[config.mk]
export PLATFORM = sky130hd
export DESIGN_NAME = sws_ctrl
export DESIGN_NICKNAME = d
export VERILOG_FILES = /design/src/hw/rtl/sws_pkg.sv /design/src/hw/rtl/sws_ctrl.sv
export SDC_FILE = /design/constraint.sdc
export NUM_CORES = 1
export LEC_CHECK = 0
export BUFFER_PORTS_ARGS = -buffer_cell sky130_fd_sc_hd__buf_2
export CORE_AREA = 2 2 56 58
export CTS_CLUSTER_SIZE = 20
export DETAILED_ROUTE_END_ITERATION = 12
export DIE_AREA = 0 0 58 60
export PLACE_DENSITY_LB_ADDON = 0.25
export RECOVER_POWER = 50
export SLEW_MARGIN = 20
export SYNTH_ARGS = -nofsm -noshare
export SYNTH_HDL_FRONTEND = slang
export SYNTH_SLANG_ARGS = --single-unit
[constraint.sdc]
create_clock -name clk_i -period 1.65 [get_ports clk_i]
set_input_delay 0.165 -clock clk_i [delete_from_list [all_inputs] [get_ports clk_i]]
set_output_delay 0.165 -clock clk_i [all_outputs]
set_load 0.01 [all_outputs]
[src/hw/rtl/sws_pkg.sv]
// Shared types and constants of the sliding-window slope estimator.
// No dependencies; used by the controller, the datapath and the top level.
package sws_pkg;

  localparam int unsigned SLOPE_W = 48;
  localparam int unsigned STATUS_W = 2;
  localparam int unsigned WIN_W = 5;

  localparam logic [WIN_W-1:0] WIN_RESET = 5'd16;

  localparam logic [STATUS_W-1:0] STATUS_VALID = 2'd0;
  localparam logic [STATUS_W-1:0] STATUS_SHORT = 2'd1;
  localparam logic [STATUS_W-1:0] STATUS_FLAT  = 2'd2;

  localparam logic [SLOPE_W-1:0] SLOPE_MAX = {1'b0, {(SLOPE_W-1){1'b1}}};
  localparam logic [SLOPE_W-1:0] SLOPE_MIN = {1'b1, {(SLOPE_W-1){1'b0}}};

  // Which result the output register is loaded with
  typedef enum logic [1:0] {
    KIND_FIT    = 2'd0,
    KIND_SHORT  = 2'd1,
    KIND_FLAT   = 2'd2,
    KIND_REPEAT = 2'd3
  } out_kind_e;

  // Controller to datapath commands
  typedef struct packed {
    logic      in_take;
    logic      store;
    logic      scan_init;
    logic      scan_issue;
    logic      load_a;
    logic      load_b;
    logic      mul_step;
    logic      mul_sub;
    logic      div_load;
    logic      div_step;
    logic      out_load;
    out_kind_e out_kind;
  } sws_cmd_t;

  // Datapath to controller status
  typedef struct packed {
    logic is_repeat;
    logic n_small;
    logic scan_done;
    logic pipe_busy;
    logic den_bad;
  } sws_sts_t;

endpackage

[src/hw/rtl/sws_ctrl.sv]
// Sequencing state machine of the slope estimator: handshakes and step counts.
// Depends on sws_pkg.
module sws_ctrl #(
  parameter int unsigned MAX_WINDOW    = 16,
  parameter int unsigned FRACTION_BITS = 16
) (
  input  logic             clk_i,
  input  logic             rst_ni,
  input  logic             s_valid_i,
  output logic             s_ready_o,
  output logic             m_valid_o,
  input  logic             m_ready_i,
  output sws_pkg::sws_cmd_t cmd_o,
  input  sws_pkg::sws_sts_t sts_i
);

  localparam int unsigned CW    = $clog2(MAX_WINDOW + 1);
  localparam int unsigned SX_W  = 32 + CW;
  localparam int unsigned ACC_W = 66 + 2 * CW;
  localparam int unsigned DV_W  = ACC_W + FRACTION_BITS;
  localparam int unsigned CNT_W = $clog2(DV_W);

  typedef enum logic [9:0] {
    ST_IDLE     = 10'b0000000001,
    ST_DECIDE   = 10'b0000000010,
    ST_SETUP    = 10'b0000000100,
    ST_SCAN     = 10'b0000001000,
    ST_MUL_A    = 10'b0000010000,
    ST_LOAD_B   = 10'b0000100000,
    ST_MUL_B    = 10'b0001000000,
    ST_DIV_LOAD = 10'b0010000000,
    ST_DIV      = 10'b0100000000,
    ST_EMIT     = 10'b1000000000
  } state_e;

  state_e             state_q, state_d;
  logic [CNT_W-1:0]   cnt_q, cnt_d;
  sws_pkg::out_kind_e kind_q, kind_d;
  logic               out_valid_q, out_valid_d;

  // Next state and commands
  always_comb begin
    state_d = state_q;
    cnt_d   = cnt_q;
    kind_d  = kind_q;
    cmd_o   = '0;
    cmd_o.out_kind = kind_q;
    s_ready_o = 1'b0;
    unique case (state_q)
      ST_IDLE: begin
        s_ready_o = 1'b1;
        if (s_valid_i) begin
          cmd_o.in_take = 1'b1;
          state_d = ST_DECIDE;
        end
      end
      ST_DECIDE: begin
        if (sts_i.is_repeat) begin
          kind_d  = sws_pkg::KIND_REPEAT;
          state_d = ST_EMIT;
        end else begin
          cmd_o.store = 1'b1;
          state_d = ST_SETUP;
        end
      end
      ST_SETUP: begin
        if (sts_i.n_small) begin
          kind_d  = sws_pkg::KIND_SHORT;
          state_d = ST_EMIT;
        end else begin
          cmd_o.scan_init = 1'b1;
          state_d = ST_SCAN;
        end
      end
      ST_SCAN: begin
        cmd_o.scan_issue = !sts_i.scan_done;
        if (sts_i.scan_done && !sts_i.pipe_busy) begin
          cmd_o.load_a = 1'b1;
          cnt_d   = '0;
          state_d = ST_MUL_A;
        end
      end
      ST_MUL_A: begin
        cmd_o.mul_step = 1'b1;
        cnt_d = cnt_q + 1'b1;
        if (cnt_q == CNT_W'(CW - 1)) begin
          state_d = ST_LOAD_B;
        end
      end
      ST_LOAD_B: begin
        cmd_o.load_b = 1'b1;
        cnt_d   = '0;
        state_d = ST_MUL_B;
      end
      ST_MUL_B: begin
        cmd_o.mul_step = 1'b1;
        cmd_o.mul_sub  = 1'b1;
        cnt_d = cnt_q + 1'b1;
        if (cnt_q == CNT_W'(SX_W - 1)) begin
          state_d = ST_DIV_LOAD;
        end
      end
      ST_DIV_LOAD: begin
        if (sts_i.den_bad) begin
          kind_d  = sws_pkg::KIND_FLAT;
          state_d = ST_EMIT;
        end else begin
          cmd_o.div_load = 1'b1;
          cnt_d   = '0;
          state_d = ST_DIV;
        end
      end
      ST_DIV: begin
        cmd_o.div_step = 1'b1;
        cnt_d = cnt_q + 1'b1;
        if (cnt_q == CNT_W'(DV_W - 1)) begin
          kind_d  = sws_pkg::KIND_FIT;
          state_d = ST_EMIT;
        end
      end
      ST_EMIT: begin
        if (!out_valid_q || m_ready_i) begin
          cmd_o.out_load = 1'b1;
          state_d = ST_IDLE;
        end
      end
      default: state_d = ST_IDLE;
    endcase
  end

  // Output register valid flag
  always_comb begin
    if (cmd_o.out_load) begin
      out_valid_d = 1'b1;
    end else if (m_ready_i) begin
      out_valid_d = 1'b0;
    end else begin
      out_valid_d = out_valid_q;
    end
  end

  assign m_valid_o = out_valid_q;

  always_ff @(posedge clk_i or negedge rst_ni) begin
    if (!rst_ni) begin
      state_q     <= ST_IDLE;
      cnt_q       <= '0;
      kind_q      <= sws_pkg::KIND_FIT;
      out_valid_q <= 1'b0;
    end else begin
      state_q     <= state_d;
      cnt_q       <= cnt_d;
      kind_q      <= kind_d;
      out_valid_q <= out_valid_d;
    end
  end

endmodule

---- Word level (Yosys, flattened, before mapping) ----
Index checks and enable logic that the tools add are counted.
cells by class
  add/sub/neg operators ................... 1
  $mul .................................... 0
  divide/modulo/power cells ............... 0
  magnitude comparators ................... 0
  eq/ne operators ......................... 23
  shift-type cells ........................ 0
  multiplexer cells ....................... 37
  bitwise operators ....................... 0
  reductions and logical operators ........ 13
operators by type and width
  kind                  number
  $pmux 10 s10          1
  $mux 10               9
  $pmux 7 s4            1
  $ne 2x2->1 const B    10
  $mux 1                18
  $mux 7                2
  $eq 10x1->1 const B   1
  $eq 10x10->1 const B  1
  $eq 10x2->1 const B   1
  $eq 10x3->1 const B   1
  $eq 10x4->1 const B   1
  $eq 10x5->1 const B   1
  $eq 10x6->1 const B   1
  $eq 10x7->1 const B   1
  $eq 10x8->1 const B   1
  $eq 10x9->1 const B   1
  $mux 2                5
  $pmux 2 s4            1
  $reduce_bool 4->1     2
  $add 7x1->7 const B   1
  $eq 7x3->1 const B    1
  $eq 7x6->1 const B    1
  $eq 7x7->1 const B    1
  $reduce_and 6->1      1
  other kinds (8)       10
word-level totals
  register bits ........................... 20
  bits in latches ......................... 0
  RAM bits ................................ 0
  bits in read-only memories .............. 0
  input bits .............................. 9
  output and inout port bits .............. 15
  word-level logic and storage cells ...... 78
  memories ................................ 0

---- Depth between registers and ports, before layout ----
Gate-level depths: netlist (run 1).
  depth after elaboration ................. 5
  gate-level depth with buffers ........... 7
  depth with buffers taken out ............ 6

---- Worst setup path before layout (run 1) ----
No wires, ideal clock.
  kind .................................... reg2out
  start ................................... reg state_q[8]
  end ..................................... out cmd_o[12] (netlist name)
  data arrival time ....................... 1.782 ns
  data required time ...................... 1.485 ns
  slack ................................... -0.297 ns
  cell stages (with the launch flop) ...... 6
  buffers on the path ..................... 1
  cell sequence ........................... dfrtp_1 -> clkbuf_1 -> nor3_1 -> nand2_1 -> nor4b_1 -> and2_1
RTL lines
  what                    line             text
  start, declared         sws_ctrl.sv:36   state_e state_q, state_d;
  start signal, assigned  sws_ctrl.sv:151  state_q <= state_d;
  end, declared           sws_ctrl.sv:13   output sws_pkg::sws_cmd_t cmd_o,

==> results.rst, run 1 <==
.. list-table::
   :header-rows: 1

   * - Metric
     - Value
   * - Status
     - finished, violations left
   * - Failing checks
     - negative setup slack
   * - Clock skew
     - 0.00228 ns
   * - Total Routing Usage GR
     - 28.6%
   * - Met3 track demand over resource in global routing
     - 4.33%
   * - Synthesized net count
     - 173
   * - Slew at the pin with the worst max-slew slack
     - 1.15 ns
   * - Worst slack at placement
     - -0.240 ns
   * - Minimum clock period
     - 2.07 ns
   * - Chip width
     - 58 um
   * - Mean routed wirelength per cell
     - 20.2 um
   * - # setup viols final
     - 27
   * - Crit start category
     - flop
   * - Total power after layout
     - 0.00332 W
   * - Cell-by-cell listing of the critical path
     - nor4_4, buf_4, nor2b_4, nand4b_1, nor2b_1, buf_2
   * - Post-DP HPWL
     - 2830 um
   * - Number of maximum-capacitance constraint violations
     - 0
   * - Static Leakage
     - 1.12 nW
   * - Largest delay share family, worst path
     - simple AND/OR/NAND/NOR gates
   * - Highest-utilization routing layer at the global route stage
     - met2
   * - FFs w/ async S/R, synth
     - 100%
   * - Die area
     - 3480 um^2
   * - Maximum vdd ir drop
     - 1330 uV
   * - Multiplexer share of the synthesized area
     - 0%
   * - Initial core utilization
     - 47.2%
   * - Sequential element share of the synthesized area
     - 36.6%
   * - Post-Synthesis Mean Instance Area
     - 8.46 um^2
   * - Crit path max-delay cell type
     - sky130_fd_sc_hd__dfrtp_2
   * - Post-synthesis sequential element count
     - 20
   * - CTS tree
     - built
   * - Clock transition at the register clock pins on the worst setup and hold paths after CTS
     - 0.12 ns
   * - Root cell of the clock tree
     - sky130_fd_sc_hd__clkbuf_4
   * - Post-synthesis share of cell area spent on xor and xnor gates
     - 3.20%
   * - Total internal power
     - 0.00189 W
   * - Fraction of layout instances using a drive strength above 1
     - 59.0%
   * - Die Span Y
     - 60 um
   * - Total CTS buffers
     - 3
   * - Total I/O pin count
     - 24
   * - Synthesized instance count
     - 162
   * - TritonRoute pass-1 iters
     - 4
   * - Starting DRT DRC Count
     - 118
   * - Global-route track usage on met2
     - 52.1%
   * - Most frequent cells in the layout
     - sky130_fd_sc_hd__buf_4 (53), sky130_fd_sc_hd__buf_2 (20), sky130_fd_sc_hd__buf_6 (19), sky130_fd_sc_hd__dfrtp_1 (15), sky130_fd_sc_hd__nor2_1 (11)
   * - Crit path capture type
     - output port
   * - Overflow after GRT
     - 0
   * - Cells taking the most area after synthesis
     - sky130_fd_sc_hd__dfrtp_1 (35%), sky130_fd_sc_hd__nor2_1 (4.1%), sky130_fd_sc_hd__nand2_1 (3.8%), sky130_fd_sc_hd__o21ai_0 (3.7%), sky130_fd_sc_hd__nand3_1 (3.3%)
   * - P per Cell Area
     - 1380 nW/um^2
   * - Combinational fraction of design power
     - 66.4%
   * - Worst path arrival time
     - 1.91 ns
   * - Number of hold violations in the final report
     - 0
   * - Total wirelength of the detailed-routed design
     - 5730 um
   * - Routability congestion estimate
     - 0.810
   * - ANT nets after route
     - 0
   * - Number of slew-limit violations in the final report
     - 0
   * - Area overhead of the layout relative to synthesis
     - 75.6%
   * - Buffer levels on the longest clock path
     - 2
   * - Share of total power in sequential cells
     - 24.5%
   * - Critical path peak fanout
     - 3
   * - Number of global-route vias before repair
     - 1653
   * - GR Util met1
     - 33.4%
   * - Number of filler instances in the final layout
     - 151
   * - Switching power total
     - 0.00143 W
   * - Total via count in the routed design
     - 1753
   * - Number of antenna violations at the first check in global routing
     - 0
   * - Crit Path Class
     - reg2out
   * - Final #Nets
     - 263
   * - Multi-input logic area
     - 1060 um^2
   * - Dominant synthesized flop cell
     - sky130_fd_sc_hd__dfrtp_1
   * - Combinational family with the most area after synthesis
     - simple AND/OR/NAND/NOR gates
   * - CP required
     - 1.48 ns
   * - Placed Area
     - 1760 um^2
   * - Max H-tree Level
     - 1
   * - Path class of the lowest-slack min-delay path
     - in2reg
   * - Total inserted antenna cells
     - 0
   * - FMAX
     - 483 MHz
   * - Sinks on Clock Net
     - 20
   * - Maximum number of pins on one net before global-route repair
     - 21
   * - Normalized max-slew margin
     - 23.5%
   * - Leading area contributor after synthesis
     - sky130_fd_sc_hd__dfrtp_1
   * - DR DRC count
     - 0
   * - Setup repair after global routing missed its margin
     - yes
   * - Fraction of the mapped netlist area in adder cells
     - 1.83%
   * - Switching Fraction
     - 43.0%
   * - Synthesis Warnings
     - 0
   * - Max incr delay on CP
     - 0.45 ns
   * - Share of the cycle needed by the critical path after routing
     - 125%
   * - Vias per Instance
     - 6.17
   * - Worst-skew pair later-pin latency
     - 0.30 ns
   * - Input/output buffers
     - 23
   * - First-pass GRT wire length
     - 7610 um
   * - Buffers and inverters on the worst path
     - 2
   * - Worst setup slack after layout
     - -0.420 ns
   * - Sequential cell area
     - 507 um^2
   * - Number of synthesized flops with an enable pin
     - 0
   * - Post-synth design cell area
     - 1370 um^2
   * - Clock power share
     - 9.1%
   * - Yosys top cell area share
     - 34.7%
   * - Complex-gate fraction of the synthesized area
     - 18.7%
   * - Simple-gate area share of the yosys netlist
     - 34.8%
   * - Most common cell after layout, fill and taps aside
     - sky130_fd_sc_hd__buf_4
   * - Post-synthesis cell type count
     - 43
   * - Post-layout utilization of the core
     - 82.9%
   * - # rows
     - 20
   * - Final instance area
     - 2410 um^2
   * - Placeable Area
     - 2900 um^2
==> power groups by stage <==
stage          combinational (W)  clock, W  sequential, W
5_1_grt                  0.00232  0.000323       0.000831
6_report                 0.00220  0.000302       0.000815
4_1_cts                  0.00174  0.000295       0.000798
3_3_place_gp             0.00128         0       0.000785
2_1_floorplan           0.000800         0       0.000790
3_5_place_dp             0.00134         0       0.000793
==> registers in the layout (all words and copies together) (netlist names) <==
register,count
kind_q,2
m_valid_o,1
cnt_q,7
state_q,10
==> final timing paths <==
| kind | start | endpoint | slack, ns | cells after the start |
|---|---|---|---|---|
| worst max-delay path | state_q[3] | cmd_o[2] | -0.42 | 6 |
| worst min-delay path | sts_i[3] | state_q[3] | 0.07 | 2 |
| max in group asynchronous | rst_ni | state_q[3] | 0.30 | 2 |
| min in group asynchronous | rst_ni | state_q[6] | 0.59 | 2 |
| worst max register to register | state_q[3] | kind_q[0] | -0.34 | 6 |
| worst min register to register | cnt_q[2] | cnt_q[2] | 0.54 | 1 |
==> layout make-up <==
class                           instances  share of cell area (%)
Tap cell                               33                    1.72
Clock buffer                            4                    1.51
Sequential cell                        20                    21.1
Timing Repair Buffer                   95                    30.8
Multi-Input combinational cell        126                    44.0
Inverter                                6                   0.936
==> metal layers <==
layer / vias to the layer above / routed length (um)
met5: - / 0
met4: 0 / 255
met3: 31 / 498
met2: 112 / 2970
met1: 837 / 2000
li1: 773 / -
==> synth_stat cells, types with 2 or more instances <==
cell type / instances
sky130_fd_sc_hd__nand2b_1: 5
sky130_fd_sc_hd__nor2b_1: 4
sky130_fd_sc_hd__a21oi_1: 5
sky130_fd_sc_hd__a31oi_1: 7
sky130_fd_sc_hd__a41oi_1: 2
sky130_fd_sc_hd__clkbuf_1: 6
sky130_fd_sc_hd__nor3_1: 9
sky130_fd_sc_hd__o21ai_0: 10
sky130_fd_sc_hd__nand3_1: 9
sky130_fd_sc_hd__buf_2: 2
sky130_fd_sc_hd__and2_1: 2
sky130_fd_sc_hd__xor2_1: 4
sky130_fd_sc_hd__a21o_1: 2
sky130_fd_sc_hd__nor2_1: 15
sky130_fd_sc_hd__ha_1: 2
sky130_fd_sc_hd__nor4_4: 2
sky130_fd_sc_hd__nor4_1: 3
sky130_fd_sc_hd__nand2_1: 14
sky130_fd_sc_hd__nand4_1: 6
sky130_fd_sc_hd__dfrtp_1: 19
sky130_fd_sc_hd__inv_1: 6
sky130_fd_sc_hd__o21ai_1: 4
sky130_fd_sc_hd__nor4b_1: 4
==> per-stage QoR <==
stage                     instances  hold slack, ns  TNS, ns
after floorplan                 162          -0.131   -0.430
after global placement          243           0.141    -1.22
after detailed placement        243           0.142    -1.54
after CTS                       275          0.0984    -4.17
after global routing            284          0.0587    -7.73
final                           284          0.0736    -5.55
==> repair_timing <==
action                                  4_1_cts  5_1_grt
setup buffers                                26       16
endpoints found under the setup margin       25       30
pin swaps                                    19       26
resized for setup                            44       40
hold buffers                                  1        0
endpoints found under the hold margin        19        0
gates cloned                                  1        0
==> cells by family after synthesis <==
kind of cell / after synthesis
XOR/XNOR: 5
flip-flops: 20
AO/OA/AOI/OAI: 38
buffers and inverters: 16
adder cells (fa/ha/maj): 2
AND/OR/NAND/NOR: 81
Power figures use the tool's default switching activity.
==> run 2: changes to the inputs <==
- CORE_AREA: 2 2 56 58 -> 2 2 66 68
- DIE_AREA: 0 0 58 60 -> 0 0 68 70
==> run 2 against run 1 <==
The run still ends with negative setup slack left. Largest power group unchanged. Via count down 11%. First-iteration DRC count decreased by 63%. Total power fell by 0.39%.
==> results.rst, run 2 (synthesis gave the netlist of run 1 again) <==
.. list-table::
   :header-rows: 1

   * - Metric
     - Value
   * - Post-DP HPWL
     - 2960 um (+4.3%)
   * - Clock skew
     - 0.0142 ns (+0.0119 ns)
   * - Worst path arrival time
     - 2.14 ns (+0.23 ns)
   * - Failing checks
     - negative setup slack
   * - Largest register FFs
     - 10 (unchanged)
   * - Number of antenna violations at the first check in global routing
     - 0 (unchanged)
   * - Biggest registers after layout
     - state_q (10), cnt_q (7), kind_q (2)
   * - Sinks on Clock Net
     - 20 (unchanged)
   * - Minimum clock period
     - 1.96 ns (-0.113 ns)
   * - Number of hold violations in the final report
     - 0 (unchanged)
   * - CP required
     - 1.83 ns (+0.35 ns)
   * - Sequential cell area
     - 507 um^2 (unchanged)
   * - Worst-skew pair later-pin latency
     - 0.27 ns (-0.03 ns)
   * - Total I/O pin count
     - 24 (unchanged)
   * - Routability congestion estimate
     - 0.830 (+2.5%)
   * - Final instance area
     - 2380 um^2 (-0.88%)
   * - Normalized max-slew margin
     - 22.0% (-1.5 points)
   * - Root cell of the clock tree
     - sky130_fd_sc_hd__clkbuf_8
   * - Vias per Instance
     - 5.40 (-12%)
   * - Maximum vdd ir drop
     - 909 uV (-31%)
   * - Buffer levels on the longest clock path
     - 2 (unchanged)
   * - P per Cell Area
     - 1390 nW/um^2 (+0.50%)
   * - Overflow after GRT
     - 0 (unchanged)
   * - Critical path peak fanout
     - 3 (unchanged)
   * - ANT nets after route
     - 0 (unchanged)
   * - Crit path max-delay cell type
     - sky130_fd_sc_hd__or4b_4
   * - Number of global-route vias before repair
     - 1497 (-9.4%)
   * - FMAX
     - 511 MHz (+5.8%)
   * - Number of filler instances in the final layout
     - 354 (+130%)
   * - Starting DRT DRC Count
     - 44 (-63%)
   * - Initial core utilization
     - 33.1% (-14 points)
   * - Max H-tree Level
     - 1 (unchanged)
   * - Crit path capture type
     - flop
   * - Status
     - finished, violations left
   * - Most flop-heavy register
     - state_q
   * - # setup viols final
     - 25 (-7.4%)
   * - Setup repair after global routing missed its margin
     - yes
   * - Total inserted antenna cells
     - 0 (unchanged)
   * - Path class of the lowest-slack min-delay path
     - in2reg
   * - Most common cell after layout, fill and taps aside
     - sky130_fd_sc_hd__buf_4
   * - Chip width
     - 68 um (+17%)
   * - Multi-input logic area
     - 1100 um^2 (+4.1%)
   * - Number of slew-limit violations in the final report
     - 0 (unchanged)
   * - Slew at the pin with the worst max-slew slack
     - 1.17 ns (+0.0229 ns)
   * - Placeable Area
     - 4140 um^2 (+43%)
   * - Fraction of layout instances using a drive strength above 1
     - 56.8% (-2.2 points)
   * - Die Span Y
     - 70 um (+17%)
   * - # rows
     - 24 (+20%)
   * - Total Routing Usage GR
     - 18.3% (-10 points)
   * - Static Leakage
     - 1.07 nW (-4.5%)
   * - Mean routed wirelength per cell
     - 16.4 um (-19%)
   * - Most frequent cells in the layout
     - sky130_fd_sc_hd__buf_4 (40), sky130_fd_sc_hd__buf_2 (20), sky130_fd_sc_hd__buf_6 (18), sky130_fd_sc_hd__dfrtp_1 (15), sky130_fd_sc_hd__nor2_1 (11)
   * - Total via count in the routed design
     - 1556 (-11%)
   * - Maximum number of pins on one net before global-route repair
     - 21 (unchanged)
   * - Input/output buffers
     - 23 (unchanged)
   * - First-pass GRT wire length
     - 6650 um (-13%)
   * - Share of the cycle needed by the critical path after routing
     - 119% (-6.8 points)
   * - Final #Nets
     - 248 (-5.7%)
   * - Placed Area
     - 1780 um^2 (+1.4%)
   * - Number of maximum-capacitance constraint violations
     - 0 (unchanged)
   * - DR DRC count
     - 0 (unchanged)
   * - Max incr delay on CP
     - 0.46 ns (about the same)
   * - Cell-by-cell listing of the critical path
     - nor4_4, buf_4, or4b_4, o31ai_4, a31oi_1, a21oi_1
   * - TritonRoute pass-1 iters
     - 4 (unchanged)
   * - Die area
     - 4760 um^2 (+37%)
   * - Crit Path Class
     - reg2reg
   * - Total CTS buffers
     - 3 (unchanged)
   * - Crit start category
     - flop
   * - CTS tree
     - built
   * - Total wirelength of the detailed-routed design
     - 4720 um (-18%)
   * - Worst slack at placement
     - -0.119 ns (+0.121 ns)
   * - Area overhead of the layout relative to synthesis
     - 74.1%
   * - Clock transition at the register clock pins on the worst setup and hold paths after CTS
     - 0.07 ns (-0.05 ns)
   * - Worst setup slack after layout
     - -0.308 ns (+0.113 ns)
   * - Total power after layout
     - 0.00331 W (-0.39%)
-- run 2: cell types whose count changed in the layout (fill, tap and decap cells not counted), sizes merged --
cell    delta
clkbuf     -1
bufinv     +1
buf       -15
-- run 2: per-stage QoR --
stage          util [%]  setup TNS, ns  cells  hold slack, ns
6_report           57.5          -3.64    288           0.122
5_1_grt            57.5          -5.68    288           0.146
4_1_cts            50.2          -2.21    279           0.117
3_5_place_dp       42.9         -0.729    262           0.147
3_3_place_gp       42.9         -0.286    262           0.146
2_1_floorplan         -         -0.430    162          -0.131
-- run 2: layer usage --
metal	track usage [%]	up-vias	routed length [um]	share of wire, %
met5	0	-	0	0
met4	4.89	0	98	2.1
met3	4.51	12	181	3.8
met2	31.9	40	2670	57
met1	21.7	759	1770	38
li1	-	745	-	-
-- run 2: final cells by class --
cell class | count | area share [%]
Sequential cell | 20 | 21.2
Multi-Input combinational cell | 126 | 46.2
Clock inverter | 1 | 1.26
Clock buffer | 3 | 1.73
Tap cell | 52 | 2.73
Timing Repair Buffer | 80 | 25.9
Inverter | 6 | 0.944
-- run 2: worst max-delay path, delay by kind of cell (launching register included) --
family                 cells  cell delay [ns]
DFF                        1             0.43
AOI/OAI and AO/OA          3             0.54
and+or+nand+nor            2             0.76
buffers and inverters      1             0.16
-- run 2: worst paths after layout --
path                       startpoint          to  slack (ns)  cells past startpoint
hold reg to reg              cnt_q[4]    cnt_q[4]        0.55                      1
setup / recovery           state_q[3]   kind_q[1]       -0.31                      6
setup reg to reg           state_q[3]   kind_q[1]       -0.31                      6
max in group asynchronous      rst_ni  state_q[7]        0.22                      2
hold / removal               sts_i[3]  state_q[3]        0.12                      2
min in group asynchronous      rst_ni    cnt_q[3]        0.64                      2
-- run 2: timing repair --
action	CTS	global route
cloned	0	1
hold buffers	1	0
pin swaps	15	22
resized for setup	31	52
buffers inserted	12	8
endpoints found under the hold margin	19	0
endpoints found under the setup margin	23	29
-- run 2: power breakdown --
group	internal, W	switching (W)
registers	0.000651	0.000140
logic	0.00100	0.00101
clock network	0.000325	0.000183
==> run 3: changes to the inputs <==
- CELL_PAD_IN_SITES_DETAIL_PLACEMENT: default -> 1
- CELL_PAD_IN_SITES_GLOBAL_PLACEMENT: default -> 1
==> run 3 against run 2 <==
The flow still finishes with violations (negative setup slack). Global-route usage rose by 6.2 points. Combinational power is 7% higher. Largest cell class unchanged. Clock power shrank 20%. Die area is the same.
==> results.rst, run 3 (synthesis gave the netlist of run 1 again) <==
.. list-table::
   :header-rows: 1

   * - Metric
     - Value
   * - Status
     - finished, violations left
   * - Failing checks
     - negative setup slack
   * - Number of filler instances in the final layout
     - 465 (+31%)
   * - Setup repair after global routing missed its margin
     - yes
   * - Crit Path Class
     - reg2reg
   * - Critical R2R Capture
     - kind_q[0]
   * - Switching Fraction
     - 43.8% (+3.6 points)
   * - Most common cell after layout, fill and taps aside
     - sky130_fd_sc_hd__buf_4
   * - Slew at the pin with the worst max-slew slack
     - 1.19 ns (+0.0169 ns)
   * - Biggest registers after layout
     - state_q (10), cnt_q (7), kind_q (2)
   * - Crit start category
     - flop
   * - Clock power share
     - 12.0% (-3.4 points)
   * - Post-DP HPWL
     - 3540 um (+20%)
   * - Overflow after GRT
     - 0 (unchanged)
   * - Total Routing Usage GR
     - 24.5% (+6.2 points)
   * - CP required
     - 1.84 ns (about the same)
   * - Worst-skew pair later-pin latency
     - 0.27 ns (about the same)
   * - Placeable Area
     - 4140 um^2 (unchanged)
   * - Total via count in the routed design
     - 1663 (+6.9%)
   * - Die Span Y
     - 70 um (unchanged)
   * - Clock transition at the register clock pins on the worst setup and hold paths after CTS
     - 0.08 ns (about the same)
   * - Largest register FFs
     - 10 (unchanged)
   * - Number of antenna violations at the first check in global routing
     - 0 (unchanged)
   * - Input/output buffers
     - 23 (unchanged)
   * - # rows
     - 24 (unchanged)
   * - Fraction of layout instances using a drive strength above 1
     - 57.9% (+1.1 points)
   * - Number of global-route vias before repair
     - 1672 (+12%)
   * - End point of the worst hold path
     - state_q[3]
   * - Die area
     - 4760 um^2 (unchanged)
   * - Maximum vdd ir drop
     - 928 uV (+2.0%)
   * - Switching power total
     - 0.00148 W (+11%)
   * - Startpoint of the worst hold path
     - sts_i[3]
   * - Most flop-heavy register
     - state_q
   * - Worst setup slack after layout
     - -0.428 ns (-0.120 ns)
   * - Static Leakage
     - 1.12 nW (+4.4%)
   * - Startpoint of the worst-slack reg-to-reg timing path
     - state_q[3]
   * - Hold Path Depth
     - 2 (unchanged)
   * - Number of slew-limit violations in the final report
     - 0 (unchanged)
   * - Sequential cell area
     - 505 um^2 (-0.25%)
   * - DR DRC count
     - 0 (unchanged)
   * - Reg2reg setup slack
     - -0.43 ns (-0.12 ns)
   * - Total I/O pin count
     - 24 (unchanged)
   * - Crit path capture type
     - flop
   * - Most frequent cells in the layout
     - sky130_fd_sc_hd__buf_4 (51), sky130_fd_sc_hd__buf_2 (19), sky130_fd_sc_hd__buf_6 (17), sky130_fd_sc_hd__dfrtp_1 (16), sky130_fd_sc_hd__nor2_1 (11)
   * - Share of total power in sequential cells
     - 24.5% (+0.6 points)
   * - Number of cells on the worst reg-to-reg path
     - 6 (unchanged)
   * - Sinks on Clock Net
     - 20 (unchanged)
   * - Mean routed wirelength per cell
     - 21.1 um (+29%)
   * - Clock skew
     - 0.00374 ns (-0.0105 ns)
   * - Normalized max-slew margin
     - 20.9% (-1.1 points)
   * - Root cell of the clock tree
     - sky130_fd_sc_hd__clkbuf_8
   * - Share of the cycle needed by the critical path after routing
     - 126% (+7.3 points)
   * - Total wirelength of the detailed-routed design
     - 6320 um (+34%)
   * - Total inserted antenna cells
     - 0 (unchanged)
   * - P per Cell Area
     - 1370 nW/um^2 (-1.1%)
   * - Area overhead of the layout relative to synthesis
     - 80.1%
   * - Worst path arrival time
     - 2.26 ns (+0.12 ns)
   * - Buffer levels on the longest clock path
     - 2 (unchanged)
   * - Worst hold slack
     - 0.105 ns (-0.0169 ns)
   * - Number of hold violations in the final report
     - 0 (unchanged)
   * - Path class of the lowest-slack min-delay path
     - in2reg
   * - Total CTS buffers
     - 3 (unchanged)
   * - Total instance count after detailed placement
     - 263 (+0.38%)
   * - ANT nets after route
     - 0 (unchanged)
   * - First-pass GRT wire length
     - 8610 um (+29%)
   * - Maximum number of pins on one net before global-route repair
     - 21 (unchanged)
   * - TritonRoute pass-1 iters
     - 4 (unchanged)
   * - Final #Nets
     - 259 (+4.4%)
   * - Vias per Instance
     - 5.56 (+2.9%)
   * - FMAX
     - 481 MHz (-5.8%)
   * - Routability congestion estimate
     - 0.888 (+7.0%)
   * - Total internal power
     - 0.00190 W (-3.8%)
   * - Critical path peak fanout
     - 3 (unchanged)
   * - Combinational fraction of design power
     - 63.4% (+2.7 points)
   * - CTS tree
     - built
   * - Max H-tree Level
     - 1 (unchanged)
   * - Number of maximum-capacitance constraint violations
     - 0 (unchanged)
   * - Multi-input logic area
     - 1100 um^2 (-0.11%)
   * - Final cell count without fillers
     - 299 (+3.8%)
   * - # setup viols final
     - 27 (+8.0%)
   * - Initial core utilization
     - 33.1% (unchanged)
   * - Starting DRT DRC Count
     - 74 (+68%)
   * - Minimum clock period
     - 2.08 ns (+0.120 ns)
   * - Chip width
     - 68 um (unchanged)
## run 3: worst max-delay path by stage
stage                          start         end  slack [ns]  cells after the start
after global placement      cnt_q[3]  state_q[5]       -0.10                      6
after global routing      state_q[3]   kind_q[0]       -0.53                      6
after CTS                 state_q[5]   cmd_o[12]       -0.29                      6
after detailed placement    cnt_q[3]  state_q[0]       -0.23                      6
final                     state_q[3]   kind_q[0]       -0.43                      6
after floorplan           state_q[3]   kind_q[1]       -0.13                      5
## run 3: final cells by class
cell class	count	share of cell area [%]
Multi-Input combinational cell	126	44.6
Clock buffer	4	2.23
Tap cell	52	2.64
Inverter	6	0.913
Sequential cell	20	20.5
Timing Repair Buffer	91	29.1
## run 3: metal layers
layer | track usage, % | routed length (um) | vias up
met4 | 6.89 | 195 | 0
met3 | 2.90 | 220 | 17
met2 | 43.8 | 3370 | 42
met5 | 0 | 0 | -
li1 | - | - | 762
met1 | 29.9 | 2530 | 842
## run 3: critical path: stages, from the launching register on
cell and delay (ns):
sky130_fd_sc_hd__dfrtp_2 0.44, sky130_fd_sc_hd__nor4_4 0.31, sky130_fd_sc_hd__buf_4 0.16, sky130_fd_sc_hd__or4b_4 0.46, sky130_fd_sc_hd__o31ai_4 0.24, sky130_fd_sc_hd__a31oi_1 0.17, sky130_fd_sc_hd__a21oi_1 0.21
## run 3: through the flow
stage	area [um^2]	utilization, %	setup WS (ns)	power, W	setup TNS [ns]
2_1_floorplan	1390	-	-0.127	0.00159	-0.430
3_3_place_gp	1790	43.1	-0.103	0.00211	-1.08
3_5_place_dp	1790	43.1	-0.234	0.00221	-1.88
4_1_cts	2200	53.1	-0.293	0.00294	-3.63
5_1_grt	2470	59.5	-0.527	0.00356	-7.95
6_report	2470	59.5	-0.428	0.00339	-5.54
## run 3: repair_timing
item / CTS / global route
endpoints found under the hold margin: 19 / 0
pin swaps: 14 / 22
hold buffers: 1 / 0
endpoints found under the setup margin: 25 / 30
gates resized for setup: 49 / 33
setup buffers: 15 / 19
## run 3: power by group through the flow
stage,logic (W),registers [W],clock network (W)
after floorplan,0.000800,0.000790,0
after global placement,0.00132,0.000798,0
after detailed placement,0.00139,0.000818,0
after CTS,0.00172,0.000826,0.000392
after global routing,0.00229,0.000846,0.000428
final,0.00215,0.000831,0.000407
